File: src/sv/msr_pkg.sv
package msr_pkg;

	// Default modulus width in bits
	localparam int MSR_MOD_BITS = 31;

	// Upper bound on the non-residue search
	localparam int NR_SEARCH_LIMIT = 4096;

	// Operation requested from the exponentiation unit
	typedef enum logic {
		OP_MUL = 1'b0,
		OP_POW = 1'b1
	} pow_op_t;

endpackage

File: src/sv/modular_square_root.sv
// Channel | Signals                                  | Direction
// --------+------------------------------------------+----------
// in      | in_valid, in_ready, value                | to block
// out     | out_valid, out_ready, root, no_root      | from block
// cfg     | cfg_valid, cfg_ready, prime_modulus      | to block
//
// One transaction at a time; each modular multiply runs in the bit-serial
// multiplier, and each exponentiation takes up to 2*MOD_BITS multiplies.
// Primes 1 mod 4 take longer per value (non-residue search and
// Tonelli-Shanks loop).
// Asynchronous reset sets the modulus to 3. A stalled result holds in the
// output register; in_ready stays low until it is taken.
module modular_square_root import msr_pkg::*; #(
	parameter int MOD_BITS = MSR_MOD_BITS
) (
	input  logic                clk,
	input  logic                arst_n,
	input  logic                in_valid,
	output logic                in_ready,
	input  logic [MOD_BITS-1:0] value,
	output logic                out_valid,
	input  logic                out_ready,
	output logic [MOD_BITS-1:0] root,
	output logic                no_root,
	input  logic                cfg_valid,
	output logic                cfg_ready,
	input  logic [MOD_BITS-1:0] prime_modulus
);

	localparam int SW = (MOD_BITS > 1) ? $clog2(MOD_BITS) : 1;

	typedef enum logic [15:0] {
		T_IDLE = 16'h0001,
		T_RED  = 16'h0002,
		T_EUL  = 16'h0004,
		T_R34  = 16'h0008,
		T_QS   = 16'h0010,
		T_Z    = 16'h0020,
		T_C    = 16'h0040,
		T_R    = 16'h0080,
		T_T    = 16'h0100,
		T_LOOP = 16'h0200,
		T_I    = 16'h0400,
		T_B    = 16'h0800,
		T_CS   = 16'h1000,
		T_TM   = 16'h2000,
		T_RM   = 16'h4000,
		T_OUT  = 16'h8000
	} tstate_t;

	tstate_t             state_q;
	logic [MOD_BITS-1:0] p_q;
	logic [MOD_BITS-1:0] n_q;
	logic [MOD_BITS-1:0] q_q;
	logic [MOD_BITS-1:0] z_q;
	logic [MOD_BITS-1:0] c_q;
	logic [MOD_BITS-1:0] r_q;
	logic [MOD_BITS-1:0] t_q;
	logic [MOD_BITS-1:0] b_q;
	logic [SW-1:0]       s_q;
	logic [SW-1:0]       m_q;
	logic [SW-1:0]       i_q;
	logic [SW-1:0]       k_q;
	logic [MOD_BITS-1:0] root_q;
	logic                no_root_q;

	logic                pstart_q;
	pow_op_t             pop_q;
	logic [MOD_BITS-1:0] px_q;
	logic [MOD_BITS-1:0] py_q;
	logic                p_done;
	logic [MOD_BITS-1:0] p_res;

	logic [MOD_BITS-1:0] half_pm1;
	logic [MOD_BITS-1:0] quarter_pp1;
	logic [MOD_BITS-1:0] half_qp1;
	logic [MOD_BITS-1:0] z_next;
	logic                res_one;
	logic [SW-1:0]       k_init;

	assign half_pm1    = (p_q - MOD_BITS'(1)) >> 1;
	assign quarter_pp1 = (p_q >> 2) + MOD_BITS'(1);
	assign half_qp1    = (q_q >> 1) + MOD_BITS'(1);
	assign z_next      = z_q + MOD_BITS'(1);
	assign res_one     = (p_res == MOD_BITS'(1));
	assign k_init      = m_q - i_q - SW'(1);

	msr_powmod #(.MOD_BITS(MOD_BITS)) u_pow (
		.clk    (clk),
		.arst_n (arst_n),
		.start  (pstart_q),
		.op     (pop_q),
		.x      (px_q),
		.y      (py_q),
		.m      (p_q),
		.done   (p_done),
		.res    (p_res)
	);

	// Modulus register
	always_ff @(posedge clk or negedge arst_n) begin
		if (!arst_n)
			p_q <= MOD_BITS'(3);
		else if (cfg_valid && cfg_ready)
			p_q <= prime_modulus;
	end

	// Sequencer
	always_ff @(posedge clk or negedge arst_n) begin
		if (!arst_n) begin
			state_q   <= T_IDLE;
			pstart_q  <= 1'b0;
			pop_q     <= OP_MUL;
			px_q      <= '0;
			py_q      <= '0;
			n_q       <= '0;
			q_q       <= '0;
			z_q       <= '0;
			c_q       <= '0;
			r_q       <= '0;
			t_q       <= '0;
			b_q       <= '0;
			s_q       <= '0;
			m_q       <= '0;
			i_q       <= '0;
			k_q       <= '0;
			root_q    <= '0;
			no_root_q <= 1'b0;
		end else begin
			pstart_q <= 1'b0;
			unique case (state_q)
				T_IDLE: begin
					if (in_valid) begin
						if (p_q < MOD_BITS'(2)) begin
							root_q    <= '0;
							no_root_q <= 1'b0;
							state_q   <= T_OUT;
						end else if (p_q == MOD_BITS'(2)) begin
							root_q    <= {{(MOD_BITS-1){1'b0}}, value[0]};
							no_root_q <= 1'b0;
							state_q   <= T_OUT;
						end else begin
							pop_q    <= OP_MUL;
							px_q     <= MOD_BITS'(1);
							py_q     <= value;
							pstart_q <= 1'b1;
							state_q  <= T_RED;
						end
					end
				end
				T_RED: begin
					if (p_done) begin
						n_q <= p_res;
						if (p_res == '0) begin
							root_q    <= '0;
							no_root_q <= 1'b0;
							state_q   <= T_OUT;
						end else begin
							pop_q    <= OP_POW;
							px_q     <= p_res;
							py_q     <= half_pm1;
							pstart_q <= 1'b1;
							state_q  <= T_EUL;
						end
					end
				end
				T_EUL: begin
					if (p_done) begin
						if (!res_one) begin
							root_q    <= '0;
							no_root_q <= 1'b1;
							state_q   <= T_OUT;
						end else if (p_q[1:0] == 2'b11) begin
							pop_q    <= OP_POW;
							px_q     <= n_q;
							py_q     <= quarter_pp1;
							pstart_q <= 1'b1;
							state_q  <= T_R34;
						end else begin
							q_q     <= p_q - MOD_BITS'(1);
							s_q     <= '0;
							state_q <= T_QS;
						end
					end
				end
				T_R34: begin
					if (p_done) begin
						root_q    <= p_res;
						no_root_q <= 1'b0;
						state_q   <= T_OUT;
					end
				end
				T_QS: begin
					// strip factors of two from p-1
					if (q_q != '0 && !q_q[0]) begin
						q_q <= q_q >> 1;
						s_q <= s_q + SW'(1);
					end else begin
						z_q      <= MOD_BITS'(2);
						pop_q    <= OP_POW;
						px_q     <= MOD_BITS'(2);
						py_q     <= half_pm1;
						pstart_q <= 1'b1;
						state_q  <= T_Z;
					end
				end
				T_Z: begin
					if (p_done) begin
						if (!res_one) begin
							pop_q    <= OP_POW;
							px_q     <= z_q;
							py_q     <= q_q;
							pstart_q <= 1'b1;
							state_q  <= T_C;
						end else if (z_next >= p_q ||
								64'(z_next) >= 64'(NR_SEARCH_LIMIT)) begin
							root_q    <= '0;
							no_root_q <= 1'b1;
							state_q   <= T_OUT;
						end else begin
							z_q      <= z_next;
							pop_q    <= OP_POW;
							px_q     <= z_next;
							py_q     <= half_pm1;
							pstart_q <= 1'b1;
						end
					end
				end
				T_C: begin
					if (p_done) begin
						c_q      <= p_res;
						pop_q    <= OP_POW;
						px_q     <= n_q;
						py_q     <= half_qp1;
						pstart_q <= 1'b1;
						state_q  <= T_R;
					end
				end
				T_R: begin
					if (p_done) begin
						r_q      <= p_res;
						pop_q    <= OP_POW;
						px_q     <= n_q;
						py_q     <= q_q;
						pstart_q <= 1'b1;
						state_q  <= T_T;
					end
				end
				T_T: begin
					if (p_done) begin
						t_q     <= p_res;
						m_q     <= s_q;
						state_q <= T_LOOP;
					end
				end
				T_LOOP: begin
					if (t_q == MOD_BITS'(1)) begin
						root_q    <= r_q;
						no_root_q <= 1'b0;
						state_q   <= T_OUT;
					end else begin
						i_q      <= SW'(1);
						pop_q    <= OP_MUL;
						px_q     <= t_q;
						py_q     <= t_q;
						pstart_q <= 1'b1;
						state_q  <= T_I;
					end
				end
				T_I: begin
					// find the least i with t^(2^i) == 1
					if (p_done) begin
						if (!res_one && i_q < m_q) begin
							i_q      <= i_q + SW'(1);
							pop_q    <= OP_MUL;
							px_q     <= p_res;
							py_q     <= p_res;
							pstart_q <= 1'b1;
						end else if (i_q >= m_q) begin
							root_q    <= '0;
							no_root_q <= 1'b1;
							state_q   <= T_OUT;
						end else begin
							b_q      <= c_q;
							k_q      <= k_init;
							pop_q    <= OP_MUL;
							px_q     <= c_q;
							py_q     <= c_q;
							pstart_q <= 1'b1;
							state_q  <= (k_init == '0) ? T_CS : T_B;
						end
					end
				end
				T_B: begin
					if (p_done) begin
						b_q      <= p_res;
						k_q      <= k_q - SW'(1);
						pop_q    <= OP_MUL;
						px_q     <= p_res;
						py_q     <= p_res;
						pstart_q <= 1'b1;
						if (k_q == SW'(1))
							state_q <= T_CS;
					end
				end
				T_CS: begin
					if (p_done) begin
						c_q      <= p_res;
						pop_q    <= OP_MUL;
						px_q     <= t_q;
						py_q     <= p_res;
						pstart_q <= 1'b1;
						state_q  <= T_TM;
					end
				end
				T_TM: begin
					if (p_done) begin
						t_q      <= p_res;
						pop_q    <= OP_MUL;
						px_q     <= r_q;
						py_q     <= b_q;
						pstart_q <= 1'b1;
						state_q  <= T_RM;
					end
				end
				T_RM: begin
					if (p_done) begin
						r_q     <= p_res;
						m_q     <= i_q;
						state_q <= T_LOOP;
					end
				end
				T_OUT: begin
					if (out_ready)
						state_q <= T_IDLE;
				end
				default: state_q <= T_IDLE;
			endcase
		end
	end

	assign in_ready  = (state_q == T_IDLE);
	assign out_valid = (state_q == T_OUT);
	assign root      = root_q;
	assign no_root   = no_root_q;
	assign cfg_ready = 1'b1;

endmodule

File: src/sv/msr_mulmod.sv
// Bit-serial modular multiplier: one bit of y per cycle, MSB first.
module msr_mulmod import msr_pkg::*; #(
	parameter int MOD_BITS = MSR_MOD_BITS
) (
	input  logic                clk,
	input  logic                arst_n,
	input  logic                start,
	input  logic [MOD_BITS-1:0] x,
	input  logic [MOD_BITS-1:0] y,
	input  logic [MOD_BITS-1:0] m,
	output logic                done,
	output logic [MOD_BITS-1:0] res
);

	localparam int CW = (MOD_BITS > 1) ? $clog2(MOD_BITS) : 1;

	logic [MOD_BITS-1:0] acc_q;
	logic [MOD_BITS-1:0] x_q;
	logic [MOD_BITS-1:0] y_q;
	logic [CW-1:0]       cnt_q;
	logic                busy_q;
	logic                done_q;

	logic [MOD_BITS:0]   dbl;
	logic [MOD_BITS:0]   dbl_red;
	logic [MOD_BITS:0]   sum;
	logic [MOD_BITS:0]   sum_red;

	// Double the accumulator, then add x when the current bit is set
	always_comb begin
		dbl     = {acc_q, 1'b0};
		dbl_red = (dbl >= {1'b0, m}) ? dbl - {1'b0, m} : dbl;
		sum     = dbl_red + (y_q[MOD_BITS-1] ? {1'b0, x_q} : '0);
		sum_red = (sum >= {1'b0, m}) ? sum - {1'b0, m} : sum;
	end

	always_ff @(posedge clk or negedge arst_n) begin
		if (!arst_n) begin
			busy_q <= 1'b0;
			done_q <= 1'b0;
			cnt_q  <= '0;
		end else begin
			done_q <= 1'b0;
			if (start) begin
				busy_q <= 1'b1;
				cnt_q  <= '0;
			end else if (busy_q) begin
				cnt_q <= cnt_q + CW'(1);
				if (cnt_q == CW'(MOD_BITS - 1)) begin
					busy_q <= 1'b0;
					done_q <= 1'b1;
				end
			end
		end
	end

	// Operand and accumulator shift registers
	always_ff @(posedge clk) begin
		if (start) begin
			acc_q <= '0;
			x_q   <= x;
			y_q   <= y;
		end else if (busy_q) begin
			acc_q <= sum_red[MOD_BITS-1:0];
			y_q   <= {y_q[MOD_BITS-2:0], 1'b0};
		end
	end

	assign done = done_q;
	assign res  = acc_q;

endmodule

File: src/sv/msr_powmod.sv
// Modular exponentiation by square and multiply, exponent MSB first.
// Also performs a single modular multiply.
module msr_powmod import msr_pkg::*; #(
	parameter int MOD_BITS = MSR_MOD_BITS
) (
	input  logic                clk,
	input  logic                arst_n,
	input  logic                start,
	input  pow_op_t             op,
	input  logic [MOD_BITS-1:0] x,
	input  logic [MOD_BITS-1:0] y,
	input  logic [MOD_BITS-1:0] m,
	output logic                done,
	output logic [MOD_BITS-1:0] res
);

	localparam int CW = (MOD_BITS > 1) ? $clog2(MOD_BITS) : 1;

	typedef enum logic [2:0] {
		P_IDLE = 3'b001,
		P_SQ   = 3'b010,
		P_ML   = 3'b100
	} pstate_t;

	pstate_t             state_q;
	logic [MOD_BITS-1:0] acc_q;
	logic [MOD_BITS-1:0] base_q;
	logic [MOD_BITS-1:0] e_q;
	logic [CW-1:0]       cnt_q;
	logic                single_q;
	logic                mstart_q;
	logic                done_q;

	logic                m_done;
	logic [MOD_BITS-1:0] m_res;
	logic [MOD_BITS-1:0] m_y;

	assign m_y = (state_q == P_SQ) ? acc_q : base_q;

	msr_mulmod #(.MOD_BITS(MOD_BITS)) u_mul (
		.clk    (clk),
		.arst_n (arst_n),
		.start  (mstart_q),
		.x      (acc_q),
		.y      (m_y),
		.m      (m),
		.done   (m_done),
		.res    (m_res)
	);

	always_ff @(posedge clk or negedge arst_n) begin
		if (!arst_n) begin
			state_q  <= P_IDLE;
			mstart_q <= 1'b0;
			done_q   <= 1'b0;
			cnt_q    <= '0;
			single_q <= 1'b0;
		end else begin
			mstart_q <= 1'b0;
			done_q   <= 1'b0;
			unique case (state_q)
				P_IDLE: begin
					if (start) begin
						cnt_q    <= '0;
						single_q <= (op == OP_MUL);
						mstart_q <= 1'b1;
						state_q  <= (op == OP_MUL) ? P_ML : P_SQ;
					end
				end
				P_SQ: begin
					if (m_done) begin
						if (e_q[MOD_BITS-1]) begin
							mstart_q <= 1'b1;
							state_q  <= P_ML;
						end else if (cnt_q == CW'(MOD_BITS - 1)) begin
							done_q  <= 1'b1;
							state_q <= P_IDLE;
						end else begin
							cnt_q    <= cnt_q + CW'(1);
							mstart_q <= 1'b1;
						end
					end
				end
				P_ML: begin
					if (m_done) begin
						if (single_q || cnt_q == CW'(MOD_BITS - 1)) begin
							done_q  <= 1'b1;
							state_q <= P_IDLE;
						end else begin
							cnt_q    <= cnt_q + CW'(1);
							mstart_q <= 1'b1;
							state_q  <= P_SQ;
						end
					end
				end
				default: state_q <= P_IDLE;
			endcase
		end
	end

	// Accumulator, base and exponent shift register
	always_ff @(posedge clk) begin
		if (state_q == P_IDLE && start) begin
			acc_q  <= (op == OP_MUL) ? x : MOD_BITS'(1);
			base_q <= (op == OP_MUL) ? y : x;
			e_q    <= y;
		end else if (m_done) begin
			acc_q <= m_res;
			if ((state_q == P_SQ && !e_q[MOD_BITS-1]) || state_q == P_ML)
				e_q <= {e_q[MOD_BITS-2:0], 1'b0};
		end
	end

	assign done = done_q;
	assign res  = acc_q;

endmodule

File: config.mk
export PLATFORM = sky130hd
export DESIGN_NAME = modular_square_root
export DESIGN_NICKNAME = d
export VERILOG_FILES = /design/src/sv/msr_pkg.sv /design/src/sv/modular_square_root.sv /design/src/sv/msr_mulmod.sv /design/src/sv/msr_powmod.sv
export SDC_FILE = /design/constraint.sdc
export NUM_CORES = 2
export LEC_CHECK = 0
export ABC_CLOCK_PERIOD_IN_PS = 17520
export BUFFER_PORTS_ARGS = -buffer_cell sky130_fd_sc_hd__buf_2
export CAP_MARGIN = 20
export CORE_ASPECT_RATIO = 1.25
export CORE_MARGIN = 4
export CORE_UTILIZATION = 35
export CTS_BUF_LIST = sky130_fd_sc_hd__clkbuf_16
export CTS_CLUSTER_DIAMETER = 50
export DETAILED_ROUTE_END_ITERATION = 8
export GPL_TIMING_DRIVEN = 0
export PLACE_DENSITY_LB_ADDON = 0.2
export SYNTH_ARGS = -nofsm -noshare
export SYNTH_HDL_FRONTEND = slang
export SYNTH_SLANG_ARGS = --single-unit
File: constraint.sdc
create_clock -name clk -period 17.52 [get_ports clk]
set_clock_uncertainty 0.15 [all_clocks]
set_input_delay 0.876 -clock clk [delete_from_list [all_inputs] [get_ports clk]]
set_output_delay 0.876 -clock clk [all_outputs]
set_load 0.01 [all_outputs]
-- Word-level counts from Yosys, hierarchy flattened
Cells that the tools add are included.
- flip-flop bits (word level): 584
- input bits: 67
- output and inout bits: 35
- word-level logic and storage cells: 390
- add/sub/neg operators: 14
- magnitude comparators: 7
- equality and inequality tests: 75
- muxes and demuxes: 208
- bitwise logic cells: 1
- reduce and logical (&&, ||, !) cells: 52
- operators by type and width (cell ; number):
    $mux W31 ; 69
    $pmux W31 S11 ; 2
    $mux W16 ; 24
    $pmux W16 S15 ; 1
    $pmux W31 S7 ; 1
    $pmux W31 S2 ; 3
    $mux W5 ; 22
    $mux W1 ; 66
    $ge A32 B31 Y1 ; 2
    $eq A31 B1 Y1 const B ; 2
    $ne A2 B2 Y1 const B ; 27
    $pmux W5 S2 ; 4
    $reduce_and A19 Y1 ; 2
    $ne A2 B1 Y1 const B ; 17
    $reduce_and A17 Y1 ; 2
    $add A32 B31 Y32 ; 1
    $mux W32 ; 1
    $sub A32 B31 Y32 ; 1
    $add A30 B1 Y31 const B ; 1
    $add A31 B1 Y31 const B ; 1
    $eq A31 B2 Y1 const B ; 1
    $ge A31 B13 Y1 const B ; 1
    $ge A31 B31 Y1 ; 1
    $logic_not A31 Y1 ; 1
    other kinds (64) ; 104

-- Depth between registers and ports, before layout
- depth after elaboration: 8
- depth in mapped cells: 35
- mapped depth without buffers: 31

-- Hierarchy
A second synthesis with hierarchy kept.
- cell total of the unflattened synthesis: 3827
- area, all modules: 37504.7 um2
- by module, submodules not included (module ; times used ; cells each ; area an instance (um2)):
    modular_square_root ; 1 ; 2404 ; 23199.8
    msr_mulmod ; 1 ; 1039 ; 9141.3
    msr_powmod ; 1 ; 384 ; 5163.7

-- Least setup slack after synthesis
Ideal clock, no wire load.
- kind: register to register
- from: register p_q[0]
- to: register u_pow.u_mul.acc_q[10] (netlist: u_pow.u_mul.res[10])
- setup time: 86 ps
- data arrival time: 7703 ps
- required time: 17284 ps
- setup slack: 9582 ps
- cell stages (with the launch flop): 32
- path buffers: 3
- period minus slack after synthesis: 7938 ps
- path through: dfstp_2 inv_1 fa_1 a21o_1 a221oi_1 a211oi_1 o311a_1 a211o_1 clkbuf_1 mux2_2 ha_1 a2111oi_0 o31ai_1 nand3_1 nand3_1 a21o_1 a21o_1 a21o_1 a21oi_1 xnor2_1 ha_1 a2111oi_0 a21oi_1 a21oi_1 o21ai_0 a21oi_1 a21oi_1 or2_2 buf_2 buf_2 mux2i_1 a211oi_1
- longest elaborated chain between the ends: 5
- ends and longest elaborated chain (what ; RTL line ; text):
    start: declaration ; modular_square_root.sv:52 ; logic [MOD_BITS-1:0] p_q;
    start signal: assignment ; modular_square_root.sv:105 ; p_q <= prime_modulus;
    $sub A32 B31 Y32 or $ge A32 B31 Y1 (tied branches) ; msr_mulmod.sv:32 ; dbl_red = (dbl >= {1'b0, m}) ? dbl - {1'b0, m} : dbl;
    $mux W32 ; msr_mulmod.sv:32 ;
    $add A32 B31 Y32 ; msr_mulmod.sv:33 ; sum = dbl_red + (y_q[MOD_BITS-1] ? {1'b0, x_q} : '0);
    $sub A31 B31 Y31 or $ge A32 B31 Y1 (tied branches) ; msr_mulmod.sv:34 ; sum_red = (sum >= {1'b0, m}) ? sum - {1'b0, m} : sum;
    $mux W31 * ; msr_mulmod.sv:34 ;
    end signal: assignment ; msr_mulmod.sv:64 ; acc_q <= sum_red[MOD_BITS-1:0];
    end: declaration ; msr_mulmod.sv:17 ; logic [MOD_BITS-1:0] acc_q;
Every way passes the cells marked *; elsewhere a longest branch is shown, timed or not.
A chain may end at the register's enable or synchronous reset.

-- Final worst setup path
- from: register p_q[2]
- to: register u_pow.u_mul.acc_q[14] (netlist: u_pow.u_mul.res[14])
The elaborated chain is that of the path after synthesis.

==> run_results.csv <==
group,metric,value,unit
power_and_ir_drop,max-vdd-ir-drop,0.225,mV
sta,timing.final.max_slew_violations,0,
placed_design,placement.io_buffers,99,
run,drv.max_cap_violation_count,0,
setup_path,critical-path-max-stage-delay,690,ps
global_route,pin_count_of_the_biggest_net_entering_global_routing,103,
synth,synth.most_common_cell,"nand2_1",
power_and_ir_drop,power.leakage,17.6,nW
synth,yosysSeqAreaShare,42.6,%
sta,worst_slew_margin_rel,16.1,%
global_route,antenna_violations_before_repair,9,
synth,syn-cell-area,35800,um2
drt,firstDrtPassIters,7,
synth,synthTopCellsByArea,"dfrtp_1, edfxtp_1, nand2_1",
final_layout,design.final.nets,4283,
sta,fin_crit,11000,ps
die,die_h,366,um
drt,vias,32900,
synth,synth-async-reset-ratio,68.2,%
die,fp.dieW,294,um
placed_design,placed_cells,5299,
cts,clock_insertion_delay_worst_skew,680,ps
final_layout,post_route_cells_drive_above_1_share,11.6,%
global_route,grt_usage,30.2,%
sta,setup-violations-final,0,
final_layout,finish.instance_area,41000,um2
final_layout,finalCoreUtilization,40.6,%
final_layout,area_growth,14.6,%
drt,antenna_left,0,
setup_path,crit_cells,32,
sta,min_period_over_period,62.8,%
synth,synthesis.area_per_instance,9.26,um2
drt,wl_per_cell,30.5,um
placed_design,post_dp_cell_area,38200,um2
global_route,grt.overflow.total,0,
worst_hold_path,min_path_type,"in2reg",
cts,ctsHtreeMaxLevel,3,
setup_path,worst-r2r-cell-count,32,
cts,cts.reportedPaths.clkPinSlew,60,ps
sta,final_ws_setup,6520,ps
setup_path,timing.critical_path.max_delay_family,"compound AO/OA/AOI/OAI gates",
sta,worst-slew-pin-transition,1260,ps
setup_path,count_of_buffer_and_inverter_cells_on_the_critical_path,5,
placed_design,detailedPlacementHpwl,131,mm
setup_path,crit_top_cell,"o21ai_0",
final_layout,final-instance-count-excl-fill,5458,
global_route,first_global_vias,32300,
setup_path,worst-endpoint-arrival,11360,ps
synth,synth.top_cells.by_count,"nand2_1, dfrtp_1, nor2_1",
worst_hold_path,min_delay_path_depth,3,
die,core_area,101000,um2
setup_path,cp_data_required_time,17880,ps
setup_path,worst_setup_sp_type,"register",
sta,setup_tns,0,ps
synth,synth-seq-cells,584,
die,initial_cell_density_of_the_core,35.4,%
synth,dominantRegCellSynth,"dfrtp_1",
cts,cts_buf_count,82,
synth,synth.distinct_cells,91,
placed_design,gp_congestion,1.04,
setup_path,critical_path_peak_fanout,10,
die,dieArea,107000,um2
die,placementRows,130,
synth,synth_top_cell_by_area,"dfrtp_1",
cts,cts_root_buf,"clkbuf_16",
drt,initialDrtViolationCount,3958,
drt,vias_per_cell,6.04,
run_status,status,"completed",
synth,synth_top_area_share,27.6,%
global_route,global_route_wire_length_before_repair,233,mm
setup_path,timing.critical_path.to_type,"register",
placed_design,placement.setup.worst_slack,6750,ps
setup_path,cp_slowest_cell,"a2111oi_0",
sta,hold_violation_count_in_the_final_report,0,
drt,post-route-drc-count,0,
synth,syn_inst,3866,
power_and_ir_drop,cellPowerDensity,234,nW/um2
die,ios,102,
cts,cts_tree,"yes",
synth,mappedNetlistNets,4084,
cts,numClockSinks,584,
sta,unrepaired_setup_endpoints_after_global_routing,"no",
cts,cts.path.max_buffers,3,
setup_path,timing_worst_setup_path_type,"reg2reg",
synth,yosys_warnings,0,
drt,routed_wl,166,mm
sta,achievable-frequency,90.9,MHz
synth,synth-edff-count,155,
## final cells by class
class                           instances  area, um2
Fill cell                           10200      60000
Multi-Input combinational cell       2917      19100
Sequential cell                       584      15200
Clock buffer                           83       2080
Tap cell                             1320       1650
Buffer                                268       1140
Timing Repair Buffer                  115        779
Clock inverter                         70        664
Inverter                               97        364
Antenna cell                            4       10.0
## repair_timing
action	CTS	global route
resized for setup	0	0
endpoints found under the hold margin	25	0
buffers inserted	0	0
hold buffers	1	0
## cells by family (layout without fill, tap and decap cells)
kind of cell	after synthesis	in the layout	synth area share, %
simple gates	1330	1330	17.5
compound gates	990	990	18.1
flops	584	584	42.6
buf+inv	365	633	4.21
mux	232	232	7.06
xor+xnor	213	213	5.21
fa+ha+maj	151	151	5.36
other cells	1	5	0.0105
## worst reg2reg max path, delay by kind of cell, from the launching register on
kind / cells / cell delay (ps)
AO/OA/AOI/OAI: 15 / 5310
XOR/XNOR: 1 / 180
adder cells (fa/ha/maj): 3 / 1130
buffers and inverters: 5 / 2220
flip-flops: 1 / 350
multiplexers: 1 / 270
AND/OR/NAND/NOR: 7 / 1240
## stage by stage
| stage | hold slack [ps] | power (W) |
|---|---|---|
| after detailed placement | 292 | 0.00781 |
| after global placement | 286 | 0.00777 |
| after floorplan | 274 | 0.00610 |
| after CTS | 242 | 0.00951 |
| after global routing | 266 | 0.0102 |
| final | 272 | 0.00958 |
## placed cells by master, fill, tap and decap left out, types with 71 or more instances in the layout
cell / netlist / final
a21oi_1: 219 / 219
a22oi_1: 72 / 72
buf_2: 15 / 115
clkbuf_1: 213 / 212
clkbuf_16: 0 / 83
dfrtp_1: 394 / 394
edfxtp_1: 155 / 155
ha_1: 147 / 147
inv_1: 93 / 109
mux2_2: 163 / 163
nand2_1: 516 / 516
nand3_1: 81 / 81
nor2_1: 312 / 312
o21ai_0: 270 / 269
xnor2_1: 142 / 142
xor2_1: 71 / 71
## report_power, final
group,switching (W),internal [W],leakage (nW)
Clock,0.000718,0.000961,1.37
Combinational,0.00356,0.00227,9.26
Sequential,0.000289,0.00178,6.98
## layer usage
| layer | global-route usage (%) | part of all wire (%) | wire length (um) | up-vias |
|---|---|---|---|---|
| met5 | 0 | 0 | 0 | - |
| met4 | 22.0 | 9.2 | 15200 | 0 |
| met3 | 5.61 | 7.2 | 11900 | 539 |
| met2 | 50.2 | 46 | 77000 | 1540 |
| met1 | 35.1 | 37 | 62100 | 16300 |
| li1 | - | - | - | 14500 |
## path summary, 6_finish.rpt
path / slack [ps] / to / from
max in group asynchronous: 14540 / p_q[12]$_DFFE_PN0P_ / arst_n
worst max register to register: 6520 / u_pow.u_mul.res[14]$_SDFFE_PP0P_ / p_q[2]$_DFFE_PN0P_
worst min register to register: 310 / u_pow.u_mul.x_q[30]$_DFFE_PP_ / u_pow.res[30]$_DFFE_PP_
min in group asynchronous: 480 / root[17]$_DFFE_PN0P_ / arst_n
worst min-delay path: 270 / p_q[8]$_DFFE_PN0P_ / prime_modulus[8]
worst max-delay path: 6520 / u_pow.u_mul.res[14]$_SDFFE_PP0P_ / p_q[2]$_DFFE_PN0P_
## sequential cells by signal, indices dropped and copies added (netlist names), 16 cells and up
signal	cells
b_q	31
c_q	31
n_q	31
p_q	31
px_q	31
py_q	31
q_q	31
r_q	31
root	31
t_q	31
u_pow.base_q	31
u_pow.e_q	31
u_pow.res	31
u_pow.u_mul.res	31
u_pow.u_mul.x_q	31
u_pow.u_mul.y_q	31
z_q	31
state_q	16
(Power assumes the default switching activity.)
